## config.mk

```make
export PLATFORM = sky130hd
export DESIGN_NAME = battery_gauge_average_percent_core_flat
export DESIGN_NICKNAME = d
export VERILOG_FILES = /design/src/rtl/bga_pkg.sv /design/src/rtl/bga_if.sv /design/src/rtl/bga_regs.sv /design/src/rtl/bga_ctrl.sv /design/src/rtl/bga_dp.sv /design/src/rtl/battery_gauge_average_percent_core.sv /design/src/flat_wrapper.sv
export SDC_FILE = /design/constraint.sdc
export NUM_CORES = 1
export LEC_CHECK = 0
export CAP_MARGIN = 25
export CORE_MARGIN = 10
export CORE_UTILIZATION = 40
export DETAILED_ROUTE_END_ITERATION = 10
export DONT_BUFFER_PORTS = 1
export PLACE_DENSITY_LB_ADDON = 0.08
export SKIP_CTS_REPAIR_TIMING = 1
export SYNTH_ARGS = -nofsm -noshare
export SYNTH_HDL_FRONTEND = slang
export SYNTH_HIERARCHICAL = 1
export SYNTH_SLANG_ARGS = --single-unit
```

## constraint.sdc

```tcl
create_clock -name i_clk -period 13 [get_ports i_clk]
set_input_delay 1.3 -clock i_clk [delete_from_list [all_inputs] [get_ports i_clk]]
set_output_delay 1.3 -clock i_clk [all_outputs]
set_load 0.05 [all_outputs]
```

## src/rtl/bga_pkg.sv

```systemverilog
// Shared types and constants for the battery gauge block.
`default_nettype none
package bga_pkg;

    // Block length default and the fixed scaling of the gain register
    localparam int DEFAULT_SAMPLE_COUNT = 16;
    localparam int GAIN_FRAC_W          = 12;

    // Field widths
    localparam int SAMPLE_W  = 12;
    localparam int CFG_W     = 16;
    localparam int PCT_W     = 7;
    localparam int PROD_W    = 2 * CFG_W;
    localparam int DIV_W     = CFG_W + PCT_W;
    localparam int DIV_CNT_W = $clog2(DIV_W + 1);

    // Configuration port
    localparam int APB_ADDR_W = 4;
    localparam int APB_DATA_W = 32;

    localparam logic [PCT_W-1:0] FULL_PERCENT = PCT_W'(100);

    // Register indexes
    localparam logic [1:0] REG_SCALE_GAIN   = 2'd0;
    localparam logic [1:0] REG_VOLTAGE_MIN  = 2'd1;
    localparam logic [1:0] REG_VOLTAGE_MAX  = 2'd2;
    localparam logic [1:0] REG_GUARD_MARGIN = 2'd3;

    // Reset values
    localparam logic [CFG_W-1:0] RST_SCALE_GAIN   = 16'd8192;
    localparam logic [CFG_W-1:0] RST_VOLTAGE_MIN  = 16'd3000;
    localparam logic [CFG_W-1:0] RST_VOLTAGE_MAX  = 16'd4200;
    localparam logic [CFG_W-1:0] RST_GUARD_MARGIN = 16'd500;

    typedef struct packed {
        logic [CFG_W-1:0] scale_gain;
        logic [CFG_W-1:0] voltage_min_mv;
        logic [CFG_W-1:0] voltage_max_mv;
        logic [CFG_W-1:0] guard_margin_mv;
    } t_cfg;

    typedef enum logic [3:0] {
        S_IDLE,
        S_MUL,
        S_VLOAD,
        S_VSAT,
        S_PMUL,
        S_PLOAD,
        S_PDIV,
        S_DONE
    } t_state;

    // Controller to datapath
    typedef struct packed {
        logic acc;       // add accepted sample to the block sum
        logic mul;       // register sum * gain, clear block sum
        logic vload;     // register voltage quotient (reciprocal multiply)
        logic pload;     // start percent division
        logic div_step;  // one quotient bit
        logic vsat;      // register saturated voltage
        logic pmul;      // register percent numerator
        logic out_load;  // write result register
    } t_dp_cmd;

    // Datapath to controller
    typedef struct packed {
        logic last;      // next sample closes the block
        logic div_done;
        logic between;   // voltage strictly between min and max
        logic out_free;  // result register can take a new result
    } t_dp_sts;

endpackage
`default_nettype wire

```

## src/rtl/bga_if.sv

```systemverilog
// Stream interfaces for the sample input and the gauge result.
`default_nettype none
interface bga_in_if;
    logic        valid;
    logic        ready;
    logic [11:0] sample_mv;

    modport source (output valid, output sample_mv, input ready);
    modport sink   (input valid, input sample_mv, output ready);
endinterface

interface bga_out_if;
    logic        valid;
    logic        ready;
    logic [15:0] voltage_mv;
    logic [6:0]  charge_percent;
    logic        reading_valid;

    modport source (output valid, output voltage_mv, output charge_percent,
                    output reading_valid, input ready);
    modport sink   (input valid, input voltage_mv, input charge_percent,
                    input reading_valid, output ready);
endinterface
`default_nettype wire

```

## src/rtl/bga_regs.sv

```systemverilog
// APB-style configuration registers of the battery gauge.
`default_nettype none
module bga_regs (
    input  wire logic                           i_clk,
    input  wire logic                           i_rst_n,
    input  wire logic                           psel,
    input  wire logic                           penable,
    input  wire logic                           pwrite,
    input  wire logic [bga_pkg::APB_ADDR_W-1:0] paddr,
    input  wire logic [bga_pkg::APB_DATA_W-1:0] pwdata,
    output logic      [bga_pkg::APB_DATA_W-1:0] prdata,
    output logic                                pready,
    output bga_pkg::t_cfg                       o_cfg
);
    import bga_pkg::*;

    t_cfg       r_cfg;
    logic       wr_en;
    logic [1:0] reg_idx;

    assign pready  = 1'b1;
    assign wr_en   = psel && penable && pwrite;
    assign reg_idx = paddr[3:2];

    // Register write
    always_ff @(posedge i_clk) begin
        if (!i_rst_n) begin
            r_cfg.scale_gain      <= RST_SCALE_GAIN;
            r_cfg.voltage_min_mv  <= RST_VOLTAGE_MIN;
            r_cfg.voltage_max_mv  <= RST_VOLTAGE_MAX;
            r_cfg.guard_margin_mv <= RST_GUARD_MARGIN;
        end else if (wr_en) begin
            unique case (reg_idx)
                REG_SCALE_GAIN:   r_cfg.scale_gain      <= pwdata[CFG_W-1:0];
                REG_VOLTAGE_MIN:  r_cfg.voltage_min_mv  <= pwdata[CFG_W-1:0];
                REG_VOLTAGE_MAX:  r_cfg.voltage_max_mv  <= pwdata[CFG_W-1:0];
                REG_GUARD_MARGIN: r_cfg.guard_margin_mv <= pwdata[CFG_W-1:0];
                default: ;
            endcase
        end
    end

    // Read-back
    always_comb begin
        prdata = '0;
        unique case (reg_idx)
            REG_SCALE_GAIN:   prdata = APB_DATA_W'(r_cfg.scale_gain);
            REG_VOLTAGE_MIN:  prdata = APB_DATA_W'(r_cfg.voltage_min_mv);
            REG_VOLTAGE_MAX:  prdata = APB_DATA_W'(r_cfg.voltage_max_mv);
            REG_GUARD_MARGIN: prdata = APB_DATA_W'(r_cfg.guard_margin_mv);
            default:          prdata = '0;
        endcase
    end

    assign o_cfg = r_cfg;

endmodule
`default_nettype wire

```

## src/rtl/bga_ctrl.sv

```systemverilog
// Sequencer of the battery gauge: block accumulation and result computation.
`default_nettype none
module bga_ctrl (
    input  wire logic             i_clk,
    input  wire logic             i_rst_n,
    input  wire logic             i_in_valid,
    output logic                  o_in_ready,
    input  wire bga_pkg::t_dp_sts i_sts,
    output bga_pkg::t_dp_cmd      o_cmd
);
    import bga_pkg::*;

    t_state r_state;
    t_state n_state;
    logic   accept;

    assign o_in_ready = (r_state == S_IDLE);
    assign accept     = i_in_valid && o_in_ready;

    always_ff @(posedge i_clk) begin
        if (!i_rst_n) begin
            r_state <= S_IDLE;
        end else begin
            r_state <= n_state;
        end
    end

    // Next state
    always_comb begin
        n_state = r_state;
        unique case (r_state)
            S_IDLE:  if (accept && i_sts.last) n_state = S_MUL;
            S_MUL:   n_state = S_VLOAD;
            S_VLOAD: n_state = S_VSAT;
            S_VSAT:  n_state = S_PMUL;
            S_PMUL:  n_state = S_PLOAD;
            S_PLOAD: n_state = i_sts.between ? S_PDIV : S_DONE;
            S_PDIV:  if (i_sts.div_done) n_state = S_DONE;
            S_DONE:  if (i_sts.out_free) n_state = S_IDLE;
            default: n_state = S_IDLE;
        endcase
    end

    // Datapath commands
    always_comb begin
        o_cmd = '0;
        unique case (r_state)
            S_IDLE:  o_cmd.acc      = accept;
            S_MUL:   o_cmd.mul      = 1'b1;
            S_VLOAD: o_cmd.vload    = 1'b1;
            S_VSAT:  o_cmd.vsat     = 1'b1;
            S_PMUL:  o_cmd.pmul     = 1'b1;
            S_PLOAD: o_cmd.pload    = i_sts.between;
            S_PDIV:  o_cmd.div_step = !i_sts.div_done;
            S_DONE:  o_cmd.out_load = i_sts.out_free;
            default: o_cmd = '0;
        endcase
    end

endmodule
`default_nettype wire

```

## src/rtl/bga_dp.sv

```systemverilog
// Datapath of the battery gauge: block sum, scaling, bit-serial divider, result register.
`default_nettype none
module bga_dp #(
    parameter int SAMPLE_COUNT = bga_pkg::DEFAULT_SAMPLE_COUNT
) (
    input  wire logic                         i_clk,
    input  wire logic                         i_rst_n,
    input  wire logic [bga_pkg::SAMPLE_W-1:0] i_sample_mv,
    input  wire bga_pkg::t_cfg                i_cfg,
    input  wire bga_pkg::t_dp_cmd             i_cmd,
    output bga_pkg::t_dp_sts                  o_sts,
    output logic                              o_out_valid,
    input  wire logic                         i_out_ready,
    output logic [bga_pkg::CFG_W-1:0]         o_voltage_mv,
    output logic [bga_pkg::PCT_W-1:0]         o_charge_percent,
    output logic                              o_reading_valid
);
    import bga_pkg::*;

    localparam int IDX_W = (SAMPLE_COUNT > 1) ? $clog2(SAMPLE_COUNT) : 1;
    localparam logic [IDX_W-1:0] LAST_IDX = IDX_W'(SAMPLE_COUNT - 1);

    // Division by the block length as a multiply by ceil(2^k / n); exact for
    // every scaled sum below 2^SCALED_W since n <= 2^IDX_W
    localparam int SCALED_W    = PROD_W - GAIN_FRAC_W;
    localparam int RECIP_SHIFT = SCALED_W + IDX_W;
    localparam int RECIP_W     = RECIP_SHIFT + 1;
    localparam logic [RECIP_W-1:0] BLOCK_RECIP =
        RECIP_W'(((longint'(1) << RECIP_SHIFT) + longint'(SAMPLE_COUNT) - 1)
                 / longint'(SAMPLE_COUNT));

    // Block accumulation
    logic [CFG_W-1:0]     r_sum;
    logic [IDX_W-1:0]     r_idx;
    // Scaling and divider
    logic [PROD_W-1:0]    r_prod;
    logic [DIV_W-1:0]     r_quo;
    logic [CFG_W-1:0]     r_rem;
    logic [CFG_W-1:0]     r_dsr;
    logic [DIV_CNT_W-1:0] r_cnt;
    logic [CFG_W-1:0]     r_volt;
    logic [DIV_W-1:0]     r_num;
    // Result register
    logic                 r_out_valid;
    logic [CFG_W-1:0]     r_out_volt;
    logic [PCT_W-1:0]     r_out_pct;
    logic                 r_out_ok;

    logic                 last;
    logic [SCALED_W+RECIP_W-1:0] scaled;
    logic [CFG_W:0]       trial;
    logic                 fits;
    logic                 full;
    logic                 empty;
    logic                 low_fail;
    logic                 high_fail;
    logic                 ok;
    logic [CFG_W-1:0]     volt_sat;
    logic [PCT_W-1:0]     pct;

    assign last = (r_idx == LAST_IDX);

    // Sum of the current block, 16-bit wrap
    always_ff @(posedge i_clk) begin
        if (!i_rst_n) begin
            r_sum <= '0;
            r_idx <= '0;
        end else if (i_cmd.acc) begin
            r_sum <= r_sum + CFG_W'(i_sample_mv);
            r_idx <= last ? '0 : r_idx + 1'b1;
        end else if (i_cmd.mul) begin
            r_sum <= '0;
        end
    end

    // Sum times gain
    always_ff @(posedge i_clk) begin
        if (i_cmd.mul) begin
            r_prod <= r_sum * i_cfg.scale_gain;
        end
    end

    // Drop the gain fraction, then divide by the block length
    assign scaled = r_prod[PROD_W-1:GAIN_FRAC_W] * BLOCK_RECIP;

    // Restoring divider for the percent fraction, one quotient bit per cycle
    assign trial = {r_rem, r_quo[DIV_W-1]};
    assign fits  = (trial >= {1'b0, r_dsr});

    always_ff @(posedge i_clk) begin
        if (!i_rst_n) begin
            r_cnt <= '0;
        end else if (i_cmd.pload) begin
            r_cnt <= DIV_CNT_W'(DIV_W);
        end else if (i_cmd.div_step) begin
            r_cnt <= r_cnt - 1'b1;
        end
    end

    always_ff @(posedge i_clk) begin
        if (i_cmd.vload) begin
            r_quo <= DIV_W'(scaled[SCALED_W+RECIP_W-1:RECIP_SHIFT]);
        end else if (i_cmd.pload) begin
            r_rem <= '0;
            r_quo <= r_num;
            r_dsr <= i_cfg.voltage_max_mv - i_cfg.voltage_min_mv;
        end else if (i_cmd.div_step) begin
            r_rem <= fits ? CFG_W'(trial - {1'b0, r_dsr}) : trial[CFG_W-1:0];
            r_quo <= {r_quo[DIV_W-2:0], fits};
        end
    end

    // Voltage saturates at the top of 16 bits
    assign volt_sat = (|r_quo[DIV_W-1:CFG_W]) ? '1 : r_quo[CFG_W-1:0];

    always_ff @(posedge i_clk) begin
        if (i_cmd.vsat) begin
            r_volt <= volt_sat;
        end
    end

    // Percent numerator (v - min) * 100
    always_ff @(posedge i_clk) begin
        if (i_cmd.pmul) begin
            r_num <= (r_volt - i_cfg.voltage_min_mv) * FULL_PERCENT;
        end
    end

    // Range tests, full wins over empty
    assign full  = (r_volt >= i_cfg.voltage_max_mv);
    assign empty = !full && (r_volt <= i_cfg.voltage_min_mv);

    // Plausibility guard in 17 bits, no wrap
    assign low_fail  = ({1'b0, r_volt} + {1'b0, i_cfg.guard_margin_mv})
                       < {1'b0, i_cfg.voltage_min_mv};
    assign high_fail = {1'b0, r_volt}
                       > ({1'b0, i_cfg.voltage_max_mv} + {1'b0, i_cfg.guard_margin_mv});
    assign ok        = !(low_fail || high_fail);

    always_comb begin
        if (full) begin
            pct = FULL_PERCENT;
        end else if (empty) begin
            pct = '0;
        end else begin
            pct = r_quo[PCT_W-1:0];
        end
    end

    // Result register
    always_ff @(posedge i_clk) begin
        if (!i_rst_n) begin
            r_out_valid <= 1'b0;
        end else if (i_cmd.out_load) begin
            r_out_valid <= 1'b1;
        end else if (i_out_ready) begin
            r_out_valid <= 1'b0;
        end
    end

    always_ff @(posedge i_clk) begin
        if (i_cmd.out_load) begin
            r_out_volt <= ok ? r_volt : '0;
            r_out_pct  <= ok ? pct : '0;
            r_out_ok   <= ok;
        end
    end

    assign o_sts.last     = last;
    assign o_sts.div_done = (r_cnt == '0);
    assign o_sts.between  = !full && !empty;
    assign o_sts.out_free = !r_out_valid || i_out_ready;

    assign o_out_valid      = r_out_valid;
    assign o_voltage_mv     = r_out_volt;
    assign o_charge_percent = r_out_pct;
    assign o_reading_valid  = r_out_ok;

endmodule
`default_nettype wire

```

## src/rtl/battery_gauge_average_percent_core.sv

```systemverilog
// Battery gauge top level: block-averaged battery voltage and linear charge percent.
// Each input transfer carries one pin reading in mV; SAMPLE_COUNT readings form a
// block and only the last one of a block produces a result transfer. A reading that
// does not close a block leaves the input open. After the closing reading the input
// stays closed until the result is loaded into the output register, through the sum
// times gain product, the division by the block length (a multiply by a constant
// reciprocal), saturation, the percent numerator and the range check, then a
// bit-serial restoring divider (23 quotient bits) only when the voltage lies
// strictly between minimum and maximum, and the result load. The load waits while the
// previous result still waits in the output register. Further readings of the next
// block are taken while a result waits to be collected. Configuration is written
// through the APB-style port while the block is idle; registers sit at byte
// addresses 0, 4, 8 and 12. The block itself does not enforce the idle condition.
`default_nettype none
module battery_gauge_average_percent_core #(
    parameter int SAMPLE_COUNT = bga_pkg::DEFAULT_SAMPLE_COUNT
) (
    input  wire logic                           i_clk,
    input  wire logic                           i_rst_n,
    input  wire logic                           psel,
    input  wire logic                           penable,
    input  wire logic                           pwrite,
    input  wire logic [bga_pkg::APB_ADDR_W-1:0] paddr,
    input  wire logic [bga_pkg::APB_DATA_W-1:0] pwdata,
    output logic      [bga_pkg::APB_DATA_W-1:0] prdata,
    output logic                                pready,
    bga_in_if.sink                              i_in,
    bga_out_if.source                           o_out
);
    import bga_pkg::*;

    t_cfg    cfg;
    t_dp_cmd cmd;
    t_dp_sts sts;
    logic    in_ready;

    // Configuration registers
    bga_regs u_regs (
        .i_clk   (i_clk),
        .i_rst_n (i_rst_n),
        .psel    (psel),
        .penable (penable),
        .pwrite  (pwrite),
        .paddr   (paddr),
        .pwdata  (pwdata),
        .prdata  (prdata),
        .pready  (pready),
        .o_cfg   (cfg)
    );

    // Sequencer
    bga_ctrl u_ctrl (
        .i_clk      (i_clk),
        .i_rst_n    (i_rst_n),
        .i_in_valid (i_in.valid),
        .o_in_ready (in_ready),
        .i_sts      (sts),
        .o_cmd      (cmd)
    );

    assign i_in.ready = in_ready;

    // Datapath
    bga_dp #(
        .SAMPLE_COUNT (SAMPLE_COUNT)
    ) u_dp (
        .i_clk            (i_clk),
        .i_rst_n          (i_rst_n),
        .i_sample_mv      (i_in.sample_mv),
        .i_cfg            (cfg),
        .i_cmd            (cmd),
        .o_sts            (sts),
        .o_out_valid      (o_out.valid),
        .i_out_ready      (o_out.ready),
        .o_voltage_mv     (o_out.voltage_mv),
        .o_charge_percent (o_out.charge_percent),
        .o_reading_valid  (o_out.reading_valid)
    );

endmodule
`default_nettype wire

```

## src/flat_wrapper.sv

```systemverilog
// flat-port wrapper written by rule: the top's interface ports become plain ports
module battery_gauge_average_percent_core_flat import bga_pkg::*;
#(
    parameter int SAMPLE_COUNT = bga_pkg::DEFAULT_SAMPLE_COUNT
)
  (i_clk, i_rst_n, psel, penable, pwrite, paddr, pwdata, prdata, pready, i_in_valid, i_in_sample_mv, i_in_ready, o_out_valid, o_out_voltage_mv, o_out_charge_percent, o_out_reading_valid, o_out_ready);
  bga_in_if i_in_i ();
  bga_out_if o_out_i ();
  input  wire logic i_clk;
  input  wire logic i_rst_n;
  input  wire logic psel;
  input  wire logic penable;
  input  wire logic pwrite;
  input  wire logic [bga_pkg::APB_ADDR_W-1:0] paddr;
  input  wire logic [bga_pkg::APB_DATA_W-1:0] pwdata;
  output logic      [bga_pkg::APB_DATA_W-1:0] prdata;
  output logic pready;
  input wire logic [$bits(i_in_i.valid)-1:0] i_in_valid;
  input wire logic [$bits(i_in_i.sample_mv)-1:0] i_in_sample_mv;
  output wire logic [$bits(i_in_i.ready)-1:0] i_in_ready;
  output wire logic [$bits(o_out_i.valid)-1:0] o_out_valid;
  output wire logic [$bits(o_out_i.voltage_mv)-1:0] o_out_voltage_mv;
  output wire logic [$bits(o_out_i.charge_percent)-1:0] o_out_charge_percent;
  output wire logic [$bits(o_out_i.reading_valid)-1:0] o_out_reading_valid;
  input wire logic [$bits(o_out_i.ready)-1:0] o_out_ready;
  assign i_in_i.valid = i_in_valid;
  assign i_in_i.sample_mv = i_in_sample_mv;
  assign i_in_ready = i_in_i.ready;
  assign o_out_valid = o_out_i.valid;
  assign o_out_voltage_mv = o_out_i.voltage_mv;
  assign o_out_charge_percent = o_out_i.charge_percent;
  assign o_out_reading_valid = o_out_i.reading_valid;
  assign o_out_i.ready = o_out_ready;
  battery_gauge_average_percent_core #(.SAMPLE_COUNT(SAMPLE_COUNT)) u_core (.i_clk(i_clk), .i_rst_n(i_rst_n), .psel(psel), .penable(penable), .pwrite(pwrite), .paddr(paddr), .pwdata(pwdata), .prdata(prdata), .pready(pready), .i_in(i_in_i), .o_out(o_out_i));
endmodule
```

==> run summary, run 1 <==
largest net degree at the start of global routing - 106
Final TNS setup - 0 ns
clk_skew - 0.0236 ns
Peak Freq - 143 MHz
RSZ-0062 raised after global routing - false
CP max FO - 21
# setup viols final - 0
clk slew on worst S/H paths - 0.06 ns
Slew headroom - 0.295
largest family of logic cells by synthesized area - adder cells
Initial DRC Count - 1,221
initial antenna violation count - 4
H-tree Lvls - 1
commonest non-fill, non-tap cell in the layout - inv_1
Final Non-Filler Cells - 3,308
Final ANT Viol Nets - 0
post-synthesis sequential area ratio - 0.239
antenna diode count - 0
placed cells - 3,255
Slew @ Worst Pin - 1.06 ns
detailed-route wire length - 66,000 um
Total Power - 2.16 mW
r2r setup slk - 6.00 ns
Synth Warn # - 6
synth unique cells - 94
Initial Util - 0.406
Num CTS Buffers - 28
Cell Rows - 89
Final Net Count - 3,073
DRC - 0
via count - 17,700
layout cells sized above 1 - 0.0493
Clock Latency Late Sink - 0.58 ns
Synth Area in Compound Gates - 0.117
async set or reset register ratio after synthesis - 0
Worst Path Arrival - 7.32 ns
P per Cell Area - 84.0 nW/um^2
Yosys reg bits - 225
Slew Viols, Final - 0
cells after synthesis - 2,555
period utilization - 0.539
CTS max path bufs - 3
vias per cell - 5.36
Clock Sinks - 225
Area after DPL - 24,800 sq um
CTS root buffer - clkbuf_16
post-synthesis mux area share - 0.0460
Die Ht - 265 um
Finished Cell Area - 25,700 sq um
Max-cap violations - 0
Min-Delay Path Class - reg -> reg
LEAKAGE - 11.8 nW
Total GRT Usage - 0.187
final RePlAce weighted congestion - 0.895
critical path class - reg -> reg
Final min period - 7.00 ns
Fin. Hold Viols - 0
P&R area growth vs syn - 6.57%
num ports - 114
Adder-Cell Fraction of Synth Area - 0.329
EDFF count, synth - 125
Synth Area in Simple Gates - 0.145
PortBufs - 0
Synth Area in XOR/XNOR - 0.0389
drt wl/cell - 20.0 um
mapped cell area - 24,100 sq um
Die Area - 70,500 sq um
Top FF cell, synth - edfxtp_1
Worst Setup Start Kind - register
First-pass DRT Iterations - 5
first-pass GRT wire length - 104,000 um
most frequent cells in the layout - inv_1 (396), ha_1 (290), nand2_1 (283), fa_1 (215), edfxtp_1 (125)
Critical Path RT - 13.32 ns
peak supply drop - 0.0895 mV
Post-DP HPWL - 51,700 um
Crit. End Element - register
CTS tree - done
DIE WIDTH - 265 um
vias in the first global route - 18,000
mean area per synthesized cell - 9.43 sq um
Overflow after GRT - 0
Core ar. - 59,400 sq um
status - finished clean
-- layer usage --
metal	global-route usage	wire length, um	up-vias
met5	0	40	-
met4	0.0399	1210	8
met3	0.0268	3100	70
met2	0.300	29900	313
met1	0.264	31800	8857
li1	-	-	8484
-- final cells by class --
| class | count | area, sq um |
|---|---|---|
| Clock buffer | 42 | 803 |
| Inverter | 397 | 1490 |
| Fill cell | 5741 | 33700 |
| Multi-Input combinational cell | 1839 | 16400 |
| Tap cell | 773 | 967 |
| Sequential cell | 225 | 5760 |
| Clock inverter | 10 | 92.6 |
| Timing Repair Buffer | 22 | 176 |
-- path summary, 6_finish.rpt --
kind	from	endpoint	cells after the start
max	u_core/u_dp/r_sum[13]$_SDFFE_PN0P_	u_core/u_dp/r_prod[30]$_DFFE_PP_	19
min	u_core/u_regs/o_cfg[45]$_SDFFE_PN0P_	u_core/u_regs/o_cfg[45]$_SDFFE_PN0P_	2
max reg2reg	u_core/u_dp/r_sum[13]$_SDFFE_PN0P_	u_core/u_dp/r_prod[30]$_DFFE_PP_	19
min reg2reg	u_core/u_regs/o_cfg[45]$_SDFFE_PN0P_	u_core/u_regs/o_cfg[45]$_SDFFE_PN0P_	2
-- cells in the mapped netlist, types with 14 or more instances --
cell      instances  area [sq um]
inv_1           396          1490
ha_1            290          3630
nand2_1         283          1060
fa_1            215          4300
edfxtp_1        125          3750
and2_1          119           744
a21oi_1         117           586
dfxtp_1         100          2000
nor2_1           78           293
mux2i_1          74           741
clkbuf_1         70           263
xnor2_1          66           578
o21ai_0          54           270
a21o_1           45           338
nand3_1          45           225
xor2_1           41           359
nor3_1           34           170
a211oi_1         33           248
nor2b_1          25           156
buf_4            21           158
o211ai_1         18           135
nand2b_1         17           106
nand4_1          17           106
o21ai_1          17          85.1
o21bai_1         17           128
nor3b_1          16           120
o21a_1           16           120
or3_1            15          93.8
mux4_2           14           315
or2_2            14          87.6
-- power breakdown --
group / total (mW) / internal [mW] / switching [mW]
Combinational: 0.519 / 0.211 / 0.307
Clock: 0.772 / 0.445 / 0.327
Sequential: 0.867 / 0.795 / 0.0712
Total: 2.16 / 1.45 / 0.705
-- per-stage QoR --
step | setup slack (ns) | hold WS [ns] | utilization
3_5_place_dp | 5.99 | 0.468 | 0.417
5_1_grt | 5.65 | 0.490 | 0.433
2_1_floorplan | 6.88 | 0.443 | -
6_report | 6.00 | 0.468 | 0.433
3_3_place_gp | 6.10 | 0.456 | 0.417
4_1_cts | 6.02 | 0.470 | 0.432
-- sequential cells by signal, indices dropped and copies added, names as in the netlist, 3 cells and up --
name,flops
u_core/u_dp/r_rem,16
u_core/u_dp/r_prod,16
u_core/u_dp/o_charge_percent,7
u_core/u_dp/r_volt,16
u_core/u_dp/r_num,21
u_core/u_dp/r_quo,23
u_core/u_dp/r_sum,16
u_core/u_dp/r_cnt,5
u_core/u_dp/r_idx,4
u_core/u_ctrl/r_state,3
u_core/u_regs/o_cfg,64
u_core/u_dp/o_voltage_mv,16
u_core/u_dp/r_dsr,16
-- worst max-delay path: stages, from the launching register on --
cell and delay [ns]:
dfxtp_1 0.98, nand2_1 0.19, fa_1 0.55, fa_1 0.51, fa_1 0.52, inv_1 0.07, fa_1 0.49, fa_1 0.49
inv_1 0.05, fa_1 0.47, inv_1 0.05, ha_1 0.32, nand4_1 0.16, nor3_1 0.08, a21oi_1 0.39, a41oi_2 0.35
a21oi_2 0.31, nor3_2 0.11, o311a_1 0.35, a311o_1 0.33
-- kinds of logic after synthesis --
family                   Yosys count
AND/OR/NAND/NOR                  700
multiplexers                      90
other                              2
flip-flops                       225
adder cells (fa/ha/maj)          505
XOR/XNOR                         107
AO/OA/AOI/OAI                    420
buffers and inverters            506
Power figures use the tool's default switching activity.
==> run 2, diff against run 1 <==
- clock period: 13 -> 6.2 ns (I/O delays scaled with it)
==> run summary, run 2 (same netlist as run 1, synthesis figures left out) <==
drt wl/cell - 19.7 um (-1.5%)
combinational power share - 0.260 (+0.020)
P per Cell Area - 178 nW/um^2 (+110%)
initial antenna violation count - 6 (+2)
sequential share of power - 0.375 (-0.027)
Final ANT Viol Nets - 0 (unchanged)
largest net degree at the start of global routing - 106 (unchanged)
Cell Rows - 89 (unchanged)
Clock Sinks - 225 (unchanged)
Num CTS Buffers - 29 (+3.6%)
Slew @ Worst Pin - 1.05 ns (-0.0112 ns)
Finished Cell Area - 26,600 sq um (+3.5%)
Slew headroom - 0.302 (+0.00745)
Final min period - 6.05 ns (-0.949 ns)
CP max FO - 6 (-71%)
via count - 17,800 (+0.63%)
CTS root buffer - clkbuf_16
P_sw - 1.51 mW (+110%)
vias per cell - 5.26 (-1.9%)
CTS tree - done
worst hold stages - 1 (-1)
Post-DP HPWL - 53,600 um (+3.6%)
r2r setup slk - 0.15 ns (-5.85 ns)
Initial Util - 0.406 (unchanged)
P&R area growth vs syn - 10.3%
Worst Path Arrival - 6.37 ns (-0.95 ns)
first-pass GRT wire length - 105,000 um (+1.3%)
Min-Delay Path Class - in -> reg
Clock Latency Late Sink - 0.59 ns (about the same)
layout cells sized above 1 - 0.100 (+0.0507)
final RePlAce weighted congestion - 0.867 (-3.2%)
Filler Cell Count - 5,785 (+0.77%)
final core utilization - 0.448 (+0.0152)
antenna diode count - 0 (unchanged)
H-tree Lvls - 1 (unchanged)
commonest non-fill, non-tap cell in the layout - inv_1
vias in the first global route - 18,100 (+0.91%)
Final Non-Filler Cells - 3,393 (+2.6%)
Total GRT Usage - 0.190 (+0.00259)
Die Ht - 265 um (unchanged)
Cell Int Power - 3.21 mW (+120%)
hold_sp - i_rst_n
Fin. Hold Viols - 0 (unchanged)
peak supply drop - 0.145 mV (+62%)
Area after DPL - 25,400 sq um (+2.4%)
critical path class - reg -> reg
LEAKAGE - 12.3 nW (+4.2%)
placed cells - 3,335 (+2.5%)
# setup viols final - 0 (unchanged)
clk_skew - 0.0255 ns (+0.00188 ns)
status - finished clean
Crit. End Element - register
clk slew on worst S/H paths - 0.06 ns (about the same)
CTS max path bufs - 3 (unchanged)
worst r2r dst - u_core/u_dp/r_prod[30]$_DFFE_PP_
First-pass DRT Iterations - 7 (+2)
Max-cap violations - 0 (unchanged)
DRC - 0 (unchanged)
Hold Path Sink - u_core/u_dp/r_idx[3]$_SDFFE_PN0P_
detailed-route wire length - 66,700 um (+1.0%)
num ports - 114 (unchanged)
Worst Setup Start Kind - register
Slew Viols, Final - 0 (unchanged)
Overflow after GRT - 0 (unchanged)
DIE WIDTH - 265 um (unchanged)
Final Net Count - 3,157 (+2.7%)
Sw Ratio - 0.321 (-0.00639)
Peak Freq - 165 MHz (+16%)
PortBufs - 0 (unchanged)
max reg flops - 64 (unchanged)
Critical Path RT - 6.52 ns (-6.80 ns)
Clk pwr share - 0.365 (+0.007)
R2R Path Start - u_core/u_regs/o_cfg[52]$_SDFFE_PN0P_
Core ar. - 59,400 sq um (unchanged)
Worst Reg2Reg Path Length in Cells - 19 (unchanged)
most frequent cells in the layout - inv_1 (395), ha_1 (285), nand2_1 (281), fa_1 (211), edfxtp_1 (125)
period utilization - 0.976 (+0.438)
Die Area - 70,500 sq um (unchanged)
Initial DRC Count - 1,031 (-16%)
run 2: per-stage QoR:
| stage | hold slack [ns] | setup TNS (ns) | setup WS, ns | power [mW] |
|---|---|---|---|---|
| after floorplan | 0.443 | 0 | 0.0757 | 2.65 |
| after global placement | 0.462 | -0.110 | -0.110 | 2.99 |
| after detailed placement | 0.463 | -0.215 | -0.155 | 3.01 |
| after CTS | 0.151 | -0.387 | -0.182 | 4.76 |
| after global routing | 0.158 | -0.0800 | -0.0482 | 5.00 |
| final | 0.190 | 0 | 0.146 | 4.72 |
run 2: per-layer routing:
layer	vias to the layer above	track usage	share of wire
li1	8646	-	-
met1	8739	0.267	0.48
met2	366	0.303	0.45
met3	85	0.0272	0.053
met4	8	0.0449	0.021
met5	-	0	0.00067
run 2: worst max path at each step:
stage,from,endpoint,slack (ns),cells after the start
after floorplan,u_core/u_dp/r_sum[12]$_SDFFE_PN0P_,u_core/u_dp/r_prod[30]$_DFFE_PP_,0.08,20
after global placement,u_core/u_dp/r_sum[4]$_SDFFE_PN0P_,u_core/u_dp/r_prod[30]$_DFFE_PP_,-0.11,20
after detailed placement,u_core/u_regs/o_cfg[52]$_SDFFE_PN0P_,u_core/u_dp/r_prod[30]$_DFFE_PP_,-0.16,19
after CTS,u_core/u_dp/r_sum[7]$_SDFFE_PN0P_,u_core/u_dp/r_prod[30]$_DFFE_PP_,-0.18,20
after global routing,u_core/u_regs/o_cfg[58]$_SDFFE_PN0P_,u_core/u_dp/r_prod[30]$_DFFE_PP_,-0.05,20
final,u_core/u_regs/o_cfg[52]$_SDFFE_PN0P_,u_core/u_dp/r_prod[30]$_DFFE_PP_,0.15,19
run 2: cell type report:
| cell class | count | area (sq um) | share of cell area |
|---|---|---|---|
| timing repair buffer | 105 | 796 | 0.0299 |
| clock inverter | 22 | 219 | 0.00824 |
| sequential | 225 | 5810 | 0.218 |
| inverter | 397 | 1490 | 0.0561 |
| multi-input combinational | 1839 | 16600 | 0.623 |
| clock buffer | 32 | 737 | 0.0277 |
| tap | 773 | 967 | 0.0364 |
run 2: power groups by stage:
stage | Clock (mW) | Sequential (mW) | Combinational, mW
after global placement | 0 | 1.79 | 1.20
after CTS | 1.78 | 1.76 | 1.22
after detailed placement | 0 | 1.80 | 1.21
after global routing | 1.83 | 1.78 | 1.39
final | 1.72 | 1.77 | 1.23
after floorplan | 0 | 1.74 | 0.916
run 2: critical path, stage by stage (launching register included):
cell      delay (ns)
dfxtp_4         0.38
buf_4           0.18
and2_1          0.18
fa_1            0.53
inv_1           0.05
fa_1            0.47
inv_1           0.06
fa_1            0.47
fa_2            0.59
fa_1            0.44
fa_1            0.50
ha_4            0.31
nand4_1         0.15
a211oi_2        0.30
a21oi_4         0.10
a41oi_4         0.35
a21oi_4         0.12
nor3_4          0.18
nor3_2          0.07
a311o_1         0.35
